==> src/rtl/iff_pkg.sv <==
`timescale 1ns / 1ps
package iff_pkg;

  localparam int VALUE_BITS_DEF  = 64;
  localparam int DIGIT_DEPTH_DEF = 24;
  localparam int MAX_WIDTH_DEF   = 63;

  // digit count field holds values up to 127
  localparam int ND_W = 7;

  localparam logic [6:0] CH_SPACE = 7'd32;
  localparam logic [6:0] CH_ZERO  = 7'd48;
  localparam logic [6:0] CH_MINUS = 7'd45;
  localparam logic [6:0] CH_PLUS  = 7'd43;
  localparam logic [6:0] CH_LX    = 7'd120;
  localparam logic [6:0] CH_UX    = 7'd88;
  localparam logic [6:0] LET_UP   = 7'd55;
  localparam logic [6:0] LET_LO   = 7'd87;

  localparam int FL_LEFT  = 0;
  localparam int FL_ZERO  = 1;
  localparam int FL_PLUS  = 2;
  localparam int FL_SPACE = 3;
  localparam int FL_ALT   = 4;

  localparam logic [5:0] RADIX_MIN = 6'd8;
  localparam logic [5:0] RADIX_MAX = 6'd36;
  localparam logic [5:0] RADIX_HEX = 6'd16;

  typedef struct packed {
    logic [63:0] value;
    logic [5:0]  radix;
    logic        negative;
    logic [5:0]  width;
    logic [4:0]  flags;
    logic        upper;
  } in_t;

  typedef struct packed {
    logic [6:0] char_out;
    logic       last;
  } out_t;

  // one formatted field waiting for the back end
  typedef struct packed {
    logic            bank;
    logic [ND_W-1:0] nd;
    logic [5:0]      pad;
    logic            has_sign;
    logic [6:0]      sign_ch;
    logic [1:0]      np;
    logic [6:0]      pre_ch;
    logic            left;
    logic            zero;
    logic            upper;
  } desc_t;

  typedef enum logic [1:0] {
    FS_IDLE,
    FS_DIV,
    FS_FIN
  } fstate_t;

  typedef enum logic [2:0] {
    PH_IDLE,
    PH_OPAD,
    PH_SIGN,
    PH_PRE,
    PH_ZPAD,
    PH_DIG,
    PH_RPAD
  } phase_t;

  function automatic logic [6:0] digit_char(input logic [5:0] d, input logic up);
    logic [6:0] dd;
    dd = {1'b0, d};
    if (d < 6'd10) return CH_ZERO + dd;
    return (up ? LET_UP : LET_LO) + dd;
  endfunction

endpackage

==> src/rtl/iff_ram.sv <==
`timescale 1ns / 1ps
module iff_ram #(
  parameter int WIDTH = 6,
  parameter int DEPTH = 48
) (
  input  logic                     clk,
  input  logic                     we,
  input  logic [$clog2(DEPTH)-1:0] waddr,
  input  logic [WIDTH-1:0]         wdata,
  input  logic [$clog2(DEPTH)-1:0] raddr,
  output logic [WIDTH-1:0]         rdata
);

  logic [WIDTH-1:0] mem [DEPTH];

  always_ff @(posedge clk) begin
    if (we) mem[waddr] <= wdata;
    rdata <= mem[raddr];
  end

endmodule

==> src/rtl/iff_front.sv <==
`timescale 1ns / 1ps
module iff_front #(
  parameter int VALUE_BITS  = iff_pkg::VALUE_BITS_DEF,
  parameter int DIGIT_DEPTH = iff_pkg::DIGIT_DEPTH_DEF,
  parameter int MAX_WIDTH   = iff_pkg::MAX_WIDTH_DEF,
  localparam int AW = $clog2(2 * DIGIT_DEPTH)
) (
  input  logic          clk,
  input  logic          rst_n,
  input  logic          acc,
  input  iff_pkg::in_t  item,
  output logic          busy,
  output logic          ram_we,
  output logic [AW-1:0] ram_waddr,
  output logic [5:0]    ram_wdata,
  output logic          push,
  output iff_pkg::desc_t desc
);

  localparam int VB4   = ((VALUE_BITS + 3) / 4) * 4;
  localparam int STEPS = VB4 / 4;
  localparam int SW    = $clog2(STEPS);
  localparam int IW    = $clog2(DIGIT_DEPTH);
  localparam logic [AW-1:0] DEP_A = AW'(DIGIT_DEPTH);
  localparam logic [5:0] MW = 6'(MAX_WIDTH);
  localparam logic [iff_pkg::ND_W-1:0] ND_MAX = iff_pkg::ND_W'(DIGIT_DEPTH);

  iff_pkg::fstate_t st_r, st_nxt;
  logic [VB4-1:0] div_r, div_nxt;
  logic [5:0] rem_r, rem_nxt;
  logic [SW-1:0] step_r, step_nxt;
  logic [iff_pkg::ND_W-1:0] nd_r, nd_nxt;
  logic bank_r, bank_nxt;
  logic [5:0] base_r, base_nxt;
  logic [5:0] w_r, w_nxt;
  logic [4:0] fl_r, fl_nxt;
  logic neg_r, neg_nxt;
  logic up_r, up_nxt;
  logic zv_r, zv_nxt;

  logic [5:0] r_d;
  logic [3:0] qb;
  logic [VB4-1:0] dv_next;
  logic last_step;

  // four restoring division bits per cycle, quotient shifts in from the bottom
  always_comb begin
    logic [6:0] t;
    r_d = rem_r;
    qb  = '0;
    for (int i = 0; i < 4; i++) begin
      t = {r_d, div_r[VB4-1-i]};
      if (t >= {1'b0, base_r}) begin
        r_d = 6'(t - {1'b0, base_r});
        qb[3-i] = 1'b1;
      end else begin
        r_d = t[5:0];
      end
    end
    dv_next = {div_r[VB4-5:0], qb};
  end

  assign last_step = (step_r == SW'(STEPS - 1));

  always_comb begin
    st_nxt = st_r;
    case (st_r)
      iff_pkg::FS_IDLE: if (acc) st_nxt = iff_pkg::FS_DIV;
      iff_pkg::FS_DIV:  if (last_step && dv_next == '0) st_nxt = iff_pkg::FS_FIN;
      iff_pkg::FS_FIN:  st_nxt = iff_pkg::FS_IDLE;
      default:          st_nxt = iff_pkg::FS_IDLE;
    endcase
  end

  always_comb begin
    logic [1:0] np;
    logic hs;
    logic [6:0] sch;
    logic [6:0] len;
    div_nxt  = div_r;
    rem_nxt  = rem_r;
    step_nxt = step_r;
    nd_nxt   = nd_r;
    bank_nxt = bank_r;
    base_nxt = base_r;
    w_nxt    = w_r;
    fl_nxt   = fl_r;
    neg_nxt  = neg_r;
    up_nxt   = up_r;
    zv_nxt   = zv_r;
    ram_we   = 1'b0;
    push     = 1'b0;
    busy     = (st_r != iff_pkg::FS_IDLE);

    case (st_r)
      iff_pkg::FS_IDLE: begin
        if (acc) begin
          div_nxt  = VB4'(item.value[VALUE_BITS-1:0]);
          zv_nxt   = (item.value[VALUE_BITS-1:0] == '0);
          rem_nxt  = '0;
          step_nxt = '0;
          nd_nxt   = '0;
          base_nxt = (item.radix < iff_pkg::RADIX_MIN) ? iff_pkg::RADIX_MIN :
                     (item.radix > iff_pkg::RADIX_MAX) ? iff_pkg::RADIX_MAX : item.radix;
          w_nxt    = (item.width > MW) ? MW : item.width;
          fl_nxt   = item.flags;
          neg_nxt  = item.negative;
          up_nxt   = item.upper;
        end
      end
      iff_pkg::FS_DIV: begin
        div_nxt = dv_next;
        if (last_step) begin
          ram_we   = (nd_r < ND_MAX);
          if (nd_r < ND_MAX) nd_nxt = nd_r + 1'b1;
          rem_nxt  = '0;
          step_nxt = '0;
        end else begin
          rem_nxt  = r_d;
          step_nxt = step_r + 1'b1;
        end
      end
      iff_pkg::FS_FIN: begin
        push     = 1'b1;
        bank_nxt = ~bank_r;
      end
      default: ;
    endcase

    hs  = neg_r | fl_r[iff_pkg::FL_PLUS] | fl_r[iff_pkg::FL_SPACE];
    sch = neg_r ? iff_pkg::CH_MINUS :
          fl_r[iff_pkg::FL_PLUS] ? iff_pkg::CH_PLUS : iff_pkg::CH_SPACE;
    np  = 2'd0;
    if (fl_r[iff_pkg::FL_ALT] && !zv_r) begin
      if (base_r == iff_pkg::RADIX_HEX) np = 2'd2;
      else if (base_r == iff_pkg::RADIX_MIN) np = 2'd1;
    end
    len = 7'(nd_r) + 7'(np) + 7'(hs);

    desc.bank     = bank_r;
    desc.nd       = nd_r;
    desc.pad      = ({1'b0, w_r} > len) ? 6'({1'b0, w_r} - len) : 6'd0;
    desc.has_sign = hs;
    desc.sign_ch  = sch;
    desc.np       = np;
    desc.pre_ch   = up_r ? iff_pkg::CH_UX : iff_pkg::CH_LX;
    desc.left     = fl_r[iff_pkg::FL_LEFT];
    desc.zero     = fl_r[iff_pkg::FL_ZERO];
    desc.upper    = up_r;
  end

  assign ram_wdata = r_d;
  assign ram_waddr = bank_r ? DEP_A + AW'(nd_r[IW-1:0]) : AW'(nd_r[IW-1:0]);

  always_ff @(posedge clk) begin
    if (!rst_n) begin
      st_r   <= iff_pkg::FS_IDLE;
      bank_r <= 1'b0;
    end else begin
      st_r   <= st_nxt;
      bank_r <= bank_nxt;
    end
    div_r  <= div_nxt;
    rem_r  <= rem_nxt;
    step_r <= step_nxt;
    nd_r   <= nd_nxt;
    base_r <= base_nxt;
    w_r    <= w_nxt;
    fl_r   <= fl_nxt;
    neg_r  <= neg_nxt;
    up_r   <= up_nxt;
    zv_r   <= zv_nxt;
  end

endmodule

==> src/rtl/iff_queue.sv <==
`timescale 1ns / 1ps
module iff_queue (
  input  logic           clk,
  input  logic           rst_n,
  input  logic           push,
  input  iff_pkg::desc_t wdesc,
  input  logic           pop,
  output logic           valid,
  output iff_pkg::desc_t head,
  output logic [1:0]     cnt
);

  // two entries, one per digit store bank; an entry stays until its field is sent
  iff_pkg::desc_t ent_r [2];
  logic wp_r, rp_r;
  logic [1:0] cnt_r, cnt_nxt;

  always_comb begin
    cnt_nxt = cnt_r;
    if (push && !pop) cnt_nxt = cnt_r + 2'd1;
    else if (pop && !push) cnt_nxt = cnt_r - 2'd1;
  end

  always_ff @(posedge clk) begin
    if (!rst_n) begin
      wp_r  <= 1'b0;
      rp_r  <= 1'b0;
      cnt_r <= '0;
    end else begin
      if (push) wp_r <= ~wp_r;
      if (pop)  rp_r <= ~rp_r;
      cnt_r <= cnt_nxt;
    end
    if (push) ent_r[wp_r] <= wdesc;
  end

  assign valid = (cnt_r != 2'd0);
  assign head  = ent_r[rp_r];
  assign cnt   = cnt_r;

endmodule

==> src/rtl/iff_back.sv <==
`timescale 1ns / 1ps
module iff_back #(
  parameter int DIGIT_DEPTH = iff_pkg::DIGIT_DEPTH_DEF,
  localparam int AW = $clog2(2 * DIGIT_DEPTH)
) (
  input  logic           clk,
  input  logic           rst_n,
  input  logic           q_valid,
  input  iff_pkg::desc_t q_head,
  output logic           pop,
  output logic           active,
  output logic [AW-1:0]  ram_raddr,
  input  logic [5:0]     ram_rdata,
  output logic           out_valid,
  output iff_pkg::out_t  out_data
);

  localparam int IW = $clog2(DIGIT_DEPTH);
  localparam logic [AW-1:0] DEP_A = AW'(DIGIT_DEPTH);

  iff_pkg::phase_t ph_r, ph_nxt;
  logic [6:0] cnt_r, cnt_nxt;

  iff_pkg::phase_t nx_ph;
  logic [6:0] nx_cnt;
  logic nx_none;

  logic emit, is_last, is_dig;
  logic [6:0] lit;
  logic [IW-1:0] didx;

  logic ov_r;
  logic [6:0] lit_r;
  logic isd_r, up_r, last_r;

  function automatic logic [6:0] phase_len(input iff_pkg::phase_t p,
                                           input iff_pkg::desc_t d);
    case (p)
      iff_pkg::PH_OPAD: return (!d.left && !d.zero) ? {1'b0, d.pad} : 7'd0;
      iff_pkg::PH_SIGN: return {6'd0, d.has_sign};
      iff_pkg::PH_PRE:  return {5'd0, d.np};
      iff_pkg::PH_ZPAD: return (!d.left && d.zero) ? {1'b0, d.pad} : 7'd0;
      iff_pkg::PH_DIG:  return 7'(d.nd);
      iff_pkg::PH_RPAD: return d.left ? {1'b0, d.pad} : 7'd0;
      default:          return 7'd0;
    endcase
  endfunction

  // first later phase of the field that has characters
  always_comb begin
    logic [6:0] n;
    iff_pkg::phase_t p;
    nx_ph   = iff_pkg::PH_IDLE;
    nx_cnt  = 7'd0;
    nx_none = 1'b1;
    for (int i = 1; i < 7; i++) begin
      p = iff_pkg::phase_t'(3'(i));
      n = phase_len(p, q_head);
      if (nx_none && (3'(i) > ph_r) && n != 7'd0) begin
        nx_ph   = p;
        nx_cnt  = n;
        nx_none = 1'b0;
      end
    end
  end

  always_comb begin
    ph_nxt  = ph_r;
    cnt_nxt = cnt_r;
    case (ph_r)
      iff_pkg::PH_IDLE: begin
        if (q_valid) begin
          ph_nxt  = nx_ph;
          cnt_nxt = nx_cnt;
        end
      end
      default: begin
        if (cnt_r == 7'd1) begin
          ph_nxt  = nx_ph;
          cnt_nxt = nx_cnt;
        end else begin
          cnt_nxt = cnt_r - 7'd1;
        end
      end
    endcase
  end

  always_comb begin
    emit    = (ph_r != iff_pkg::PH_IDLE);
    is_last = emit && (cnt_r == 7'd1) && nx_none;
    is_dig  = (ph_r == iff_pkg::PH_DIG);
    case (ph_r)
      iff_pkg::PH_SIGN: lit = q_head.sign_ch;
      iff_pkg::PH_PRE:  lit = (cnt_r == 7'd1 && q_head.np == 2'd2) ?
                              q_head.pre_ch : iff_pkg::CH_ZERO;
      iff_pkg::PH_ZPAD: lit = iff_pkg::CH_ZERO;
      default:          lit = iff_pkg::CH_SPACE;
    endcase
  end

  // digits go out most significant first: remaining count minus one
  assign didx      = IW'(cnt_r - 7'd1);
  assign ram_raddr = q_head.bank ? DEP_A + AW'(didx) : AW'(didx);
  assign pop       = is_last;
  assign active    = emit;

  always_ff @(posedge clk) begin
    if (!rst_n) begin
      ph_r  <= iff_pkg::PH_IDLE;
      cnt_r <= '0;
      ov_r  <= 1'b0;
    end else begin
      ph_r  <= ph_nxt;
      cnt_r <= cnt_nxt;
      ov_r  <= emit;
    end
    lit_r  <= lit;
    isd_r  <= is_dig;
    up_r   <= q_head.upper;
    last_r <= is_last;
  end

  assign out_valid         = ov_r;
  assign out_data.char_out = isd_r ? iff_pkg::digit_char(ram_rdata, up_r) : lit_r;
  assign out_data.last     = last_r;

endmodule

==> src/rtl/integer_field_formatter_core.sv <==
`timescale 1ns / 1ps
// Formats an unsigned magnitude as a printf-style integer field (sign, 0/0x prefix,
// space or zero padding, radix 8..36) and sends it one ASCII character per cycle on
// out_data, with last set on the final one. Items are taken with start while busy is
// low. Digit extraction runs four division bits per cycle, and each digit needs a full
// pass of division steps over the value; a finishing state follows the last digit. The
// field then leaves at one character per cycle once the back end picks it up, after its
// phase register and the registered output stage. Conversion of the
// next item overlaps the sending of the previous field through a two-entry queue and
// a double-banked digit store; busy stays high while both banks are held. The
// receiver cannot stall: every character is shown for exactly one cycle with
// out_valid high and must be taken then.
module integer_field_formatter_core #(
  parameter int VALUE_BITS  = iff_pkg::VALUE_BITS_DEF,
  parameter int DIGIT_DEPTH = iff_pkg::DIGIT_DEPTH_DEF,
  parameter int MAX_WIDTH   = iff_pkg::MAX_WIDTH_DEF
) (
  input  logic          clk,
  input  logic          rst_n,
  input  logic          start,
  output logic          busy,
  input  iff_pkg::in_t  in_data,
  output logic          out_valid,
  output iff_pkg::out_t out_data
);

  localparam int AW = $clog2(2 * DIGIT_DEPTH);

  logic acc, f_busy;
  logic ram_we;
  logic [AW-1:0] ram_waddr, ram_raddr;
  logic [5:0] ram_wdata, ram_rdata;
  logic push, pop, q_valid, bk_active;
  logic [1:0] q_cnt;
  iff_pkg::desc_t f_desc, q_head;

  assign busy = f_busy || (q_cnt == 2'd2);
  assign acc  = start && !busy;

  iff_front #(
    .VALUE_BITS (VALUE_BITS),
    .DIGIT_DEPTH(DIGIT_DEPTH),
    .MAX_WIDTH  (MAX_WIDTH)
  ) u_front (
    .clk      (clk),
    .rst_n    (rst_n),
    .acc      (acc),
    .item     (in_data),
    .busy     (f_busy),
    .ram_we   (ram_we),
    .ram_waddr(ram_waddr),
    .ram_wdata(ram_wdata),
    .push     (push),
    .desc     (f_desc)
  );

  iff_ram #(
    .WIDTH(6),
    .DEPTH(2 * DIGIT_DEPTH)
  ) u_ram (
    .clk  (clk),
    .we   (ram_we),
    .waddr(ram_waddr),
    .wdata(ram_wdata),
    .raddr(ram_raddr),
    .rdata(ram_rdata)
  );

  iff_queue u_queue (
    .clk  (clk),
    .rst_n(rst_n),
    .push (push),
    .wdesc(f_desc),
    .pop  (pop),
    .valid(q_valid),
    .head (q_head),
    .cnt  (q_cnt)
  );

  iff_back #(
    .DIGIT_DEPTH(DIGIT_DEPTH)
  ) u_back (
    .clk      (clk),
    .rst_n    (rst_n),
    .q_valid  (q_valid),
    .q_head   (q_head),
    .pop      (pop),
    .active   (bk_active),
    .ram_raddr(ram_raddr),
    .ram_rdata(ram_rdata),
    .out_valid(out_valid),
    .out_data (out_data)
  );

  a_qcnt: assert property (@(posedge clk) disable iff (!rst_n) q_cnt != 2'd3)
    else $error("queue count overflow");

  a_acc_busy: assert property (@(posedge clk) disable iff (!rst_n)
    start && !busy |=> busy)
    else $error("busy not raised after transfer");

  a_out_src: assert property (@(posedge clk) disable iff (!rst_n)
    out_valid |-> $past(bk_active))
    else $error("result without back end activity");

  a_pop_valid: assert property (@(posedge clk) disable iff (!rst_n)
    bk_active |-> q_valid)
    else $error("back end active with empty queue");

endmodule
==> config.mk <==
export PLATFORM = sky130hd
export DESIGN_NAME = integer_field_formatter_core
export DESIGN_NICKNAME = d
export VERILOG_FILES = /design/src/rtl/iff_pkg.sv /design/src/rtl/iff_ram.sv /design/src/rtl/iff_front.sv /design/src/rtl/iff_queue.sv /design/src/rtl/iff_back.sv /design/src/rtl/integer_field_formatter_core.sv
export SDC_FILE = /design/constraint.sdc
export NUM_CORES = 1
export LEC_CHECK = 0
export BUFFER_PORTS_ARGS = -buffer_cell sky130_fd_sc_hd__buf_4
export CORE_ASPECT_RATIO = 0.6
export CORE_MARGIN = 5
export CORE_UTILIZATION = 43
export CTS_BUF_LIST = sky130_fd_sc_hd__clkbuf_16
export CTS_CLUSTER_DIAMETER = 100
export DETAILED_ROUTE_END_ITERATION = 16
export GPL_TIMING_DRIVEN = 0
export PLACE_DENSITY = 0.68
export SYNTH_ARGS = -nofsm -noshare
export SYNTH_HDL_FRONTEND = slang
export SYNTH_SLANG_ARGS = --single-unit
==> constraint.sdc <==
create_clock -name clk -period 25.4 [get_ports clk]
set_input_delay 3.81 -clock clk [delete_from_list [all_inputs] [get_ports clk]]
set_output_delay 3.81 -clock clk [all_outputs]
set_load 0.03 [all_outputs]
# Word level (Yosys, flattened, before mapping)
# Memory sizes are Yosys's and may differ from the RTL's. A register that Yosys moved wholly into a read port is not among the register bits.
# Index checks and enable logic that the tools add are counted.
# classes
n_addsub,16
n_lt_le_gt_ge,16
n_eq_ne,17
n_mux,78
bitwise,5
reduce_logical,49
# ops
op,n
64-bit zero test,2
64-bit case mux with 2 select lines,1
7-bit 2-to-1 mux,18
6-bit 2-to-1 mux,14
64-bit 2-to-1 mux,1
7-bit nonzero test,5
6-bit subtractor,5
7-bit by 6-bit greater-or-equal comparator with 1-bit output,4
3-bit 2-to-1 mux,8
1-bit 2-to-1 mux,22
1-bit logical AND,21
7-bit case mux with 3 select lines,1
7-bit case mux with 2 select lines,1
"5-bit by 5-bit adder with 6-bit output, first input constant",2
"6-bit > comparator, second input constant",2
"6-bit by 4-bit < comparator with 1-bit output, second input constant",2
2-bit 2-to-1 mux,6
4-bit 2-to-1 mux,3
6-bit case mux with 2 select lines,1
2-bit nonzero test,5
"3-bit > comparator, first input constant",3
4-bit case mux with 2 select lines,1
2-bit AND reduction,4
"6-bit by 6-bit adder with 7-bit output, first input constant",1
32 further kinds,48
# totals
register_bits,129
ram_bits,354
out_inout_bits,10
wordCells,206
n_memories,2
# mem_list
memory,words,width,read_ports,rd_clocked_by_memory_dff,write_ports,line,text
u_ram.mem,48,6,1,1,1,iff_ram.sv:14,logic [WIDTH-1:0] mem [DEPTH];
u_queue.ent_r,2,33,1,1,1,iff_queue.sv:14,iff_pkg::desc_t ent_r [2];

# Depth between registers and ports, before layout
# depth
depth_word,25
depth_mapped,36

# Cells and area by module
# From an unflattened synthesis, not the netlist that was laid out.
# unflattened
cells_unflattened,1648
area_unflattened_um2,22693.0
# modules_own_cells
mod,n_inst,cells_each,area_per_inst_um2,seq_area_each_um2
iff_ram,1,615,11755.0,8768.4
iff_front,1,683,6535.0,3093.0
iff_queue,1,127,2676.3,2142.1
iff_back,1,219,1697.9,420.4
integer_field_formatter_core,1,4,28.8,0.0

# Worst setup path before layout
# No wires, ideal clock.
# synth_path
kind,flip-flop to flip-flop
from,register u_front.base_r[4]
to,"memory u_ram.mem[0][4], data pin"
setup_time_ns,0.474
t_arrival_ns,7.982
required_time_ns,24.926
slack_ns,16.943
stages_incl_launch_ff,36
period_less_slack_ns,8.457
cell_sequence,edfxtp_1 inv_1 ha_1 a21o_1 a211o_1 a21oi_4 buf_4 nor2_1 a21oi_1 inv_1 ha_1 nor2b_1 o31a_1 o221ai_1 o2111a_1 buf_6 nor2_1 a21oi_1 inv_1 ha_1 nand2b_1 a21oi_1 o41ai_1 nand2b_1 a21oi_2 mux2i_1 inv_1 ha_1 nor2b_1 o21ai_0 a21boi_0 o21ai_0 a21oi_1 a211oi_2 nand2_1 mux2i_1
# synth_between
elab_chain_cells,8
word_cells_on_any_way,12
classes_between,4 x add/sub; 4 x order compare; 4 x mux
# synth_lines
item,line,text
start: declaration,iff_front.sv:34,"logic [5:0] base_r, base_nxt;"
start signal: assignment,iff_front.sv:167,base_r <= base_nxt;
6-bit subtractor / 7-bit by 6-bit greater-or-equal comparator with 1-bit output (equally long branches),"iff_front.sv:54, iff_front.sv:53",
6-bit 2-to-1 mux,iff_front.sv:53,"if (t >= {1'b0, base_r}) begin"
6-bit subtractor / 7-bit by 6-bit greater-or-equal comparator with 1-bit output (equally long branches),"iff_front.sv:54, iff_front.sv:53",
6-bit 2-to-1 mux,iff_front.sv:53,
7-bit by 6-bit greater-or-equal comparator with 1-bit output / 6-bit subtractor (equally long branches),"iff_front.sv:53, iff_front.sv:54",
6-bit 2-to-1 mux,iff_front.sv:53,
6-bit subtractor / 7-bit by 6-bit greater-or-equal comparator with 1-bit output (equally long branches),"iff_front.sv:54, iff_front.sv:53",
6-bit 2-to-1 mux *,iff_front.sv:53,
net ram_wdata[4],integer_field_formatter_core.sv:32,"logic [5:0] ram_wdata, ram_rdata;"
end: declaration,iff_ram.sv:14,
# The timed path passes the listed nets; every way through them passes the cells marked *.

# Worst setup path in the final report
# layout_path
from,register u_front.base_r[4]
to,"memory u_ram.mem[16][4], data pin"
# Same word-level chain as after synthesis.

==> flow_metrics.tcl <==
set metrics [dict create \
    outcome "completed" \
    timing.setup.tns_ns 0 \
    synth_cell_type_count 71 \
    drt-pass1-iter-count 6 \
    vias_in_the_first_global_route 12800 \
    worst_skew_pair.late_latency_ns 0.56 \
    cts_sinks 472 \
    antenna_found_initial 1 \
    hold_violations 0 \
    timing.setup.critical_path_class "flip-flop to flip-flop" \
    post_place_worst_slack_ns 16.05 \
    worst_hold_path.num_cells 0 \
    cts-buffers-inserted 42 \
    synthDominantAreaCellType "sky130_fd_sc_hd__edfxtp_1" \
    initial_utilization 0.433 \
    edff_count_synth 437 \
    highest_clock_rate_mhz 104 \
    cpPeakStageDelay_ns 0.68 \
    cts-resized-gates 0 \
    hp-class "flip-flop to flip-flop" \
    clock_h_tree_levels 2 \
    most_common_cell_after_layout_fill_and_taps_aside "sky130_fd_sc_hd__edfxtp_1" \
    yosysTopAreaCellShare 0.618 \
    worstRegToRegCells 36 \
    pin_count_of_the_biggest_net_entering_global_routing 53 \
    drive_above_1_share 0.172 \
    synth_async_sr_flop_share 0 \
    syn_area_per_cell_sq_um 14.2 \
    nets 1772 \
    drc_errors 0 \
    crit_path_end_kind "flip-flop" \
    core_region_area_sq_um 49100 \
    port_buffers 89 \
    ys.flop_type "sky130_fd_sc_hd__edfxtp_1" \
    io_pins 96 \
    synth.net_count 1631 \
    grt_pass1_wl_um 76600 \
    period_minus_slack_ns 9.57 \
    grt_setup_unrepaired "false" \
    detailedPlacementHpwl_um 36200 \
    insertedDiodeCount 0 \
    dieArea_sq_um 54100 \
    final_core_utilization 0.495 \
    synth.cell_area_sq_um 21200 \
    netlist_top_cells_area "sky130_fd_sc_hd__edfxtp_1 62%, sky130_fd_sc_hd__mux4_2 9.3%, sky130_fd_sc_hd__nand2_1 4.1%" \
    synth.mux.area_fraction 0.116 \
    critical-path-slowest-cell "sky130_fd_sc_hd__mux2i_4" \
    grtUsageTotal 0.183 \
    clk_root_buffer_cell "sky130_fd_sc_hd__clkbuf_16" \
    cts_buffer_depth 3 \
    critPathMaxFanout 28 \
    layout_common_cells "437 x sky130_fd_sc_hd__edfxtp_1, 231 x sky130_fd_sc_hd__nand2_1, 112 x sky130_fd_sc_hd__nor2_1, 92 x sky130_fd_sc_hd__buf_4, 88 x sky130_fd_sc_hd__mux4_2" \
    synth-adder-area-share 0.0313 \
    fin_worst_skew_ns 0.0277 \
    post_synth_xor_area_fraction 0.0168 \
    synth-seq-cells 472 \
    slew_headroom 0.175 \
    drv_cap 0 \
    finalMaxSlewViolations 0 \
    cts_hold_fix_bufs 0 \
    gp_congestion 0.907 \
    synth_simple_gate_area_frac 0.109 \
    drt_first_iter_violations 1245 \
    finalWorstSetupSlack_ns 15.83 \
    viasPerCell 5.65 \
    die_x_um 297 \
    cts_tree "done" \
    worst_ep_required_time_ns 25.78 \
    postSynthCellCount 1496 \
    synth_sequential_area_ratio 0.651 \
    worst_slew_pin_slew_ns 1.24 \
    area_overhead_vs_synth_pct 14.5 \
    cp.arrival_ns 9.95 \
    globalRouteOverflowTotal 0 \
    ant_nets 0 \
    timing.critical_path.from_type "flip-flop" \
    min_period_over_period 0.377 \
    path_clk_slew_ns 0.06 \
    r2r_slack_ns 15.83 \
    postCtsSetupRepairBufs 0 \
    detailroute.via_count 13100 \
    routedWlPerCell_um 21.5 \
    totalWireLength_um 49900 \
    largest_family_of_logic_cells_by_synthesized_area "multiplexers" \
    setup_violations 0 \
    compound_gate_fraction_of_synth_area 0.0521 \
    synthesis.yosys.warnings 0 \
    dieHeight_um 182 \
    placementRows 63 \
]
[synthesized netlist by cell type (7+ instances only)]
library cell                 n
sky130_fd_sc_hd__inv_1      56
sky130_fd_sc_hd__xor2_1     15
sky130_fd_sc_hd__nand3_1    17
sky130_fd_sc_hd__nand4_1    11
sky130_fd_sc_hd__nor2_1    112
sky130_fd_sc_hd__o21ai_1     8
sky130_fd_sc_hd__nor2b_1    14
sky130_fd_sc_hd__mux2_2      9
sky130_fd_sc_hd__ha_1       42
sky130_fd_sc_hd__a21o_1     12
sky130_fd_sc_hd__nor3_1     19
sky130_fd_sc_hd__nor3b_1     8
sky130_fd_sc_hd__xnor2_1    24
sky130_fd_sc_hd__or3_1      12
sky130_fd_sc_hd__and2_1      8
sky130_fd_sc_hd__edfxtp_1  437
sky130_fd_sc_hd__o21ai_0    33
sky130_fd_sc_hd__fa_1        7
sky130_fd_sc_hd__dfxtp_1    35
sky130_fd_sc_hd__clkbuf_1   50
sky130_fd_sc_hd__mux4_2     88
sky130_fd_sc_hd__mux2i_1    38
sky130_fd_sc_hd__a21oi_1    53
sky130_fd_sc_hd__nor4_1     38
sky130_fd_sc_hd__nand2_1   232
[flip-flops by register name, summed over array words and instances (netlist names), 3 cells and up, named ones only]
signal	cells
u_front.nd_r	7
u_front.fl_r	5
u_front.div_r	64
u_back.lit_r	7
u_front.step_r	4
u_front.rem_r	6
u_ram.rdata	6
u_back.cnt_r	7
u_back.ph_r	3
u_front.w_r	6
u_ram.mem	288
u_front.base_r	6
u_queue.ent_r	48
[cell families (layout without fill, tap and decap cells)]
family / count (synthesis) / after routing
mux: 135 / 135
xor+xnor: 40 / 40
flops: 472 / 472
fa+ha+maj: 49 / 49
compound gates: 168 / 168
simple gates: 507 / 507
buf+inv: 125 / 297
[final cells by class]
type                       count  area, sq um
sequential                   472        13800
clock buffer                  43         1080
timing repair buffer          97          888
fill                        4177        24800
buffer                        68          297
clock inverter                32          215
inverter                      57          214
tap                          650          813
multi-input combinational    899         6990
[path summary, 6_finish.rpt]
kind,end,start
max,u_ram.mem[16][4],u_front.base_r[4]
min reg2reg,u_queue.ent_r[0][2],u_front.fl_r[0]
max reg2reg,u_ram.mem[16][4],u_front.base_r[4]
min,u_queue.ent_r[0][2],u_front.fl_r[0]
[critical path: cells and delay by family (launching register included)]
| kind | cells | cell delay, ns |
|---|---|---|
| AOI/OAI and AO/OA | 16 | 4.48 |
| adders and majority gates | 4 | 1.26 |
| buffers and inverters | 7 | 1.17 |
| muxes | 2 | 1.15 |
| and+or+nand+nor | 7 | 0.93 |
| DFF | 1 | 0.37 |
[per-stage QoR]
| stage | instance area [sq um] | hold WS, ns | cells |
|---|---|---|---|
| 5_1_grt | 24300 | 0.469 | 2318 |
| 4_1_cts | 24300 | 0.458 | 2318 |
| 3_3_place_gp | 22700 | 0.432 | 2235 |
| 2_1_floorplan | 21200 | 0.421 | 1496 |
| 3_5_place_dp | 23000 | 0.443 | 2243 |
| 6_report | 24300 | 0.454 | 2318 |
[metal layers]
layer	share of wire	routed length, um	global-route usage
met5	0	0	0
met3	0.11	5240	0.0510
met2	0.41	20400	0.251
met4	0.014	698	0.0318
met1	0.47	23500	0.293
Power is left out: the tool's default activity adds up to more than one toggle a clock period on the data nets, which glitch-free logic cannot reach.
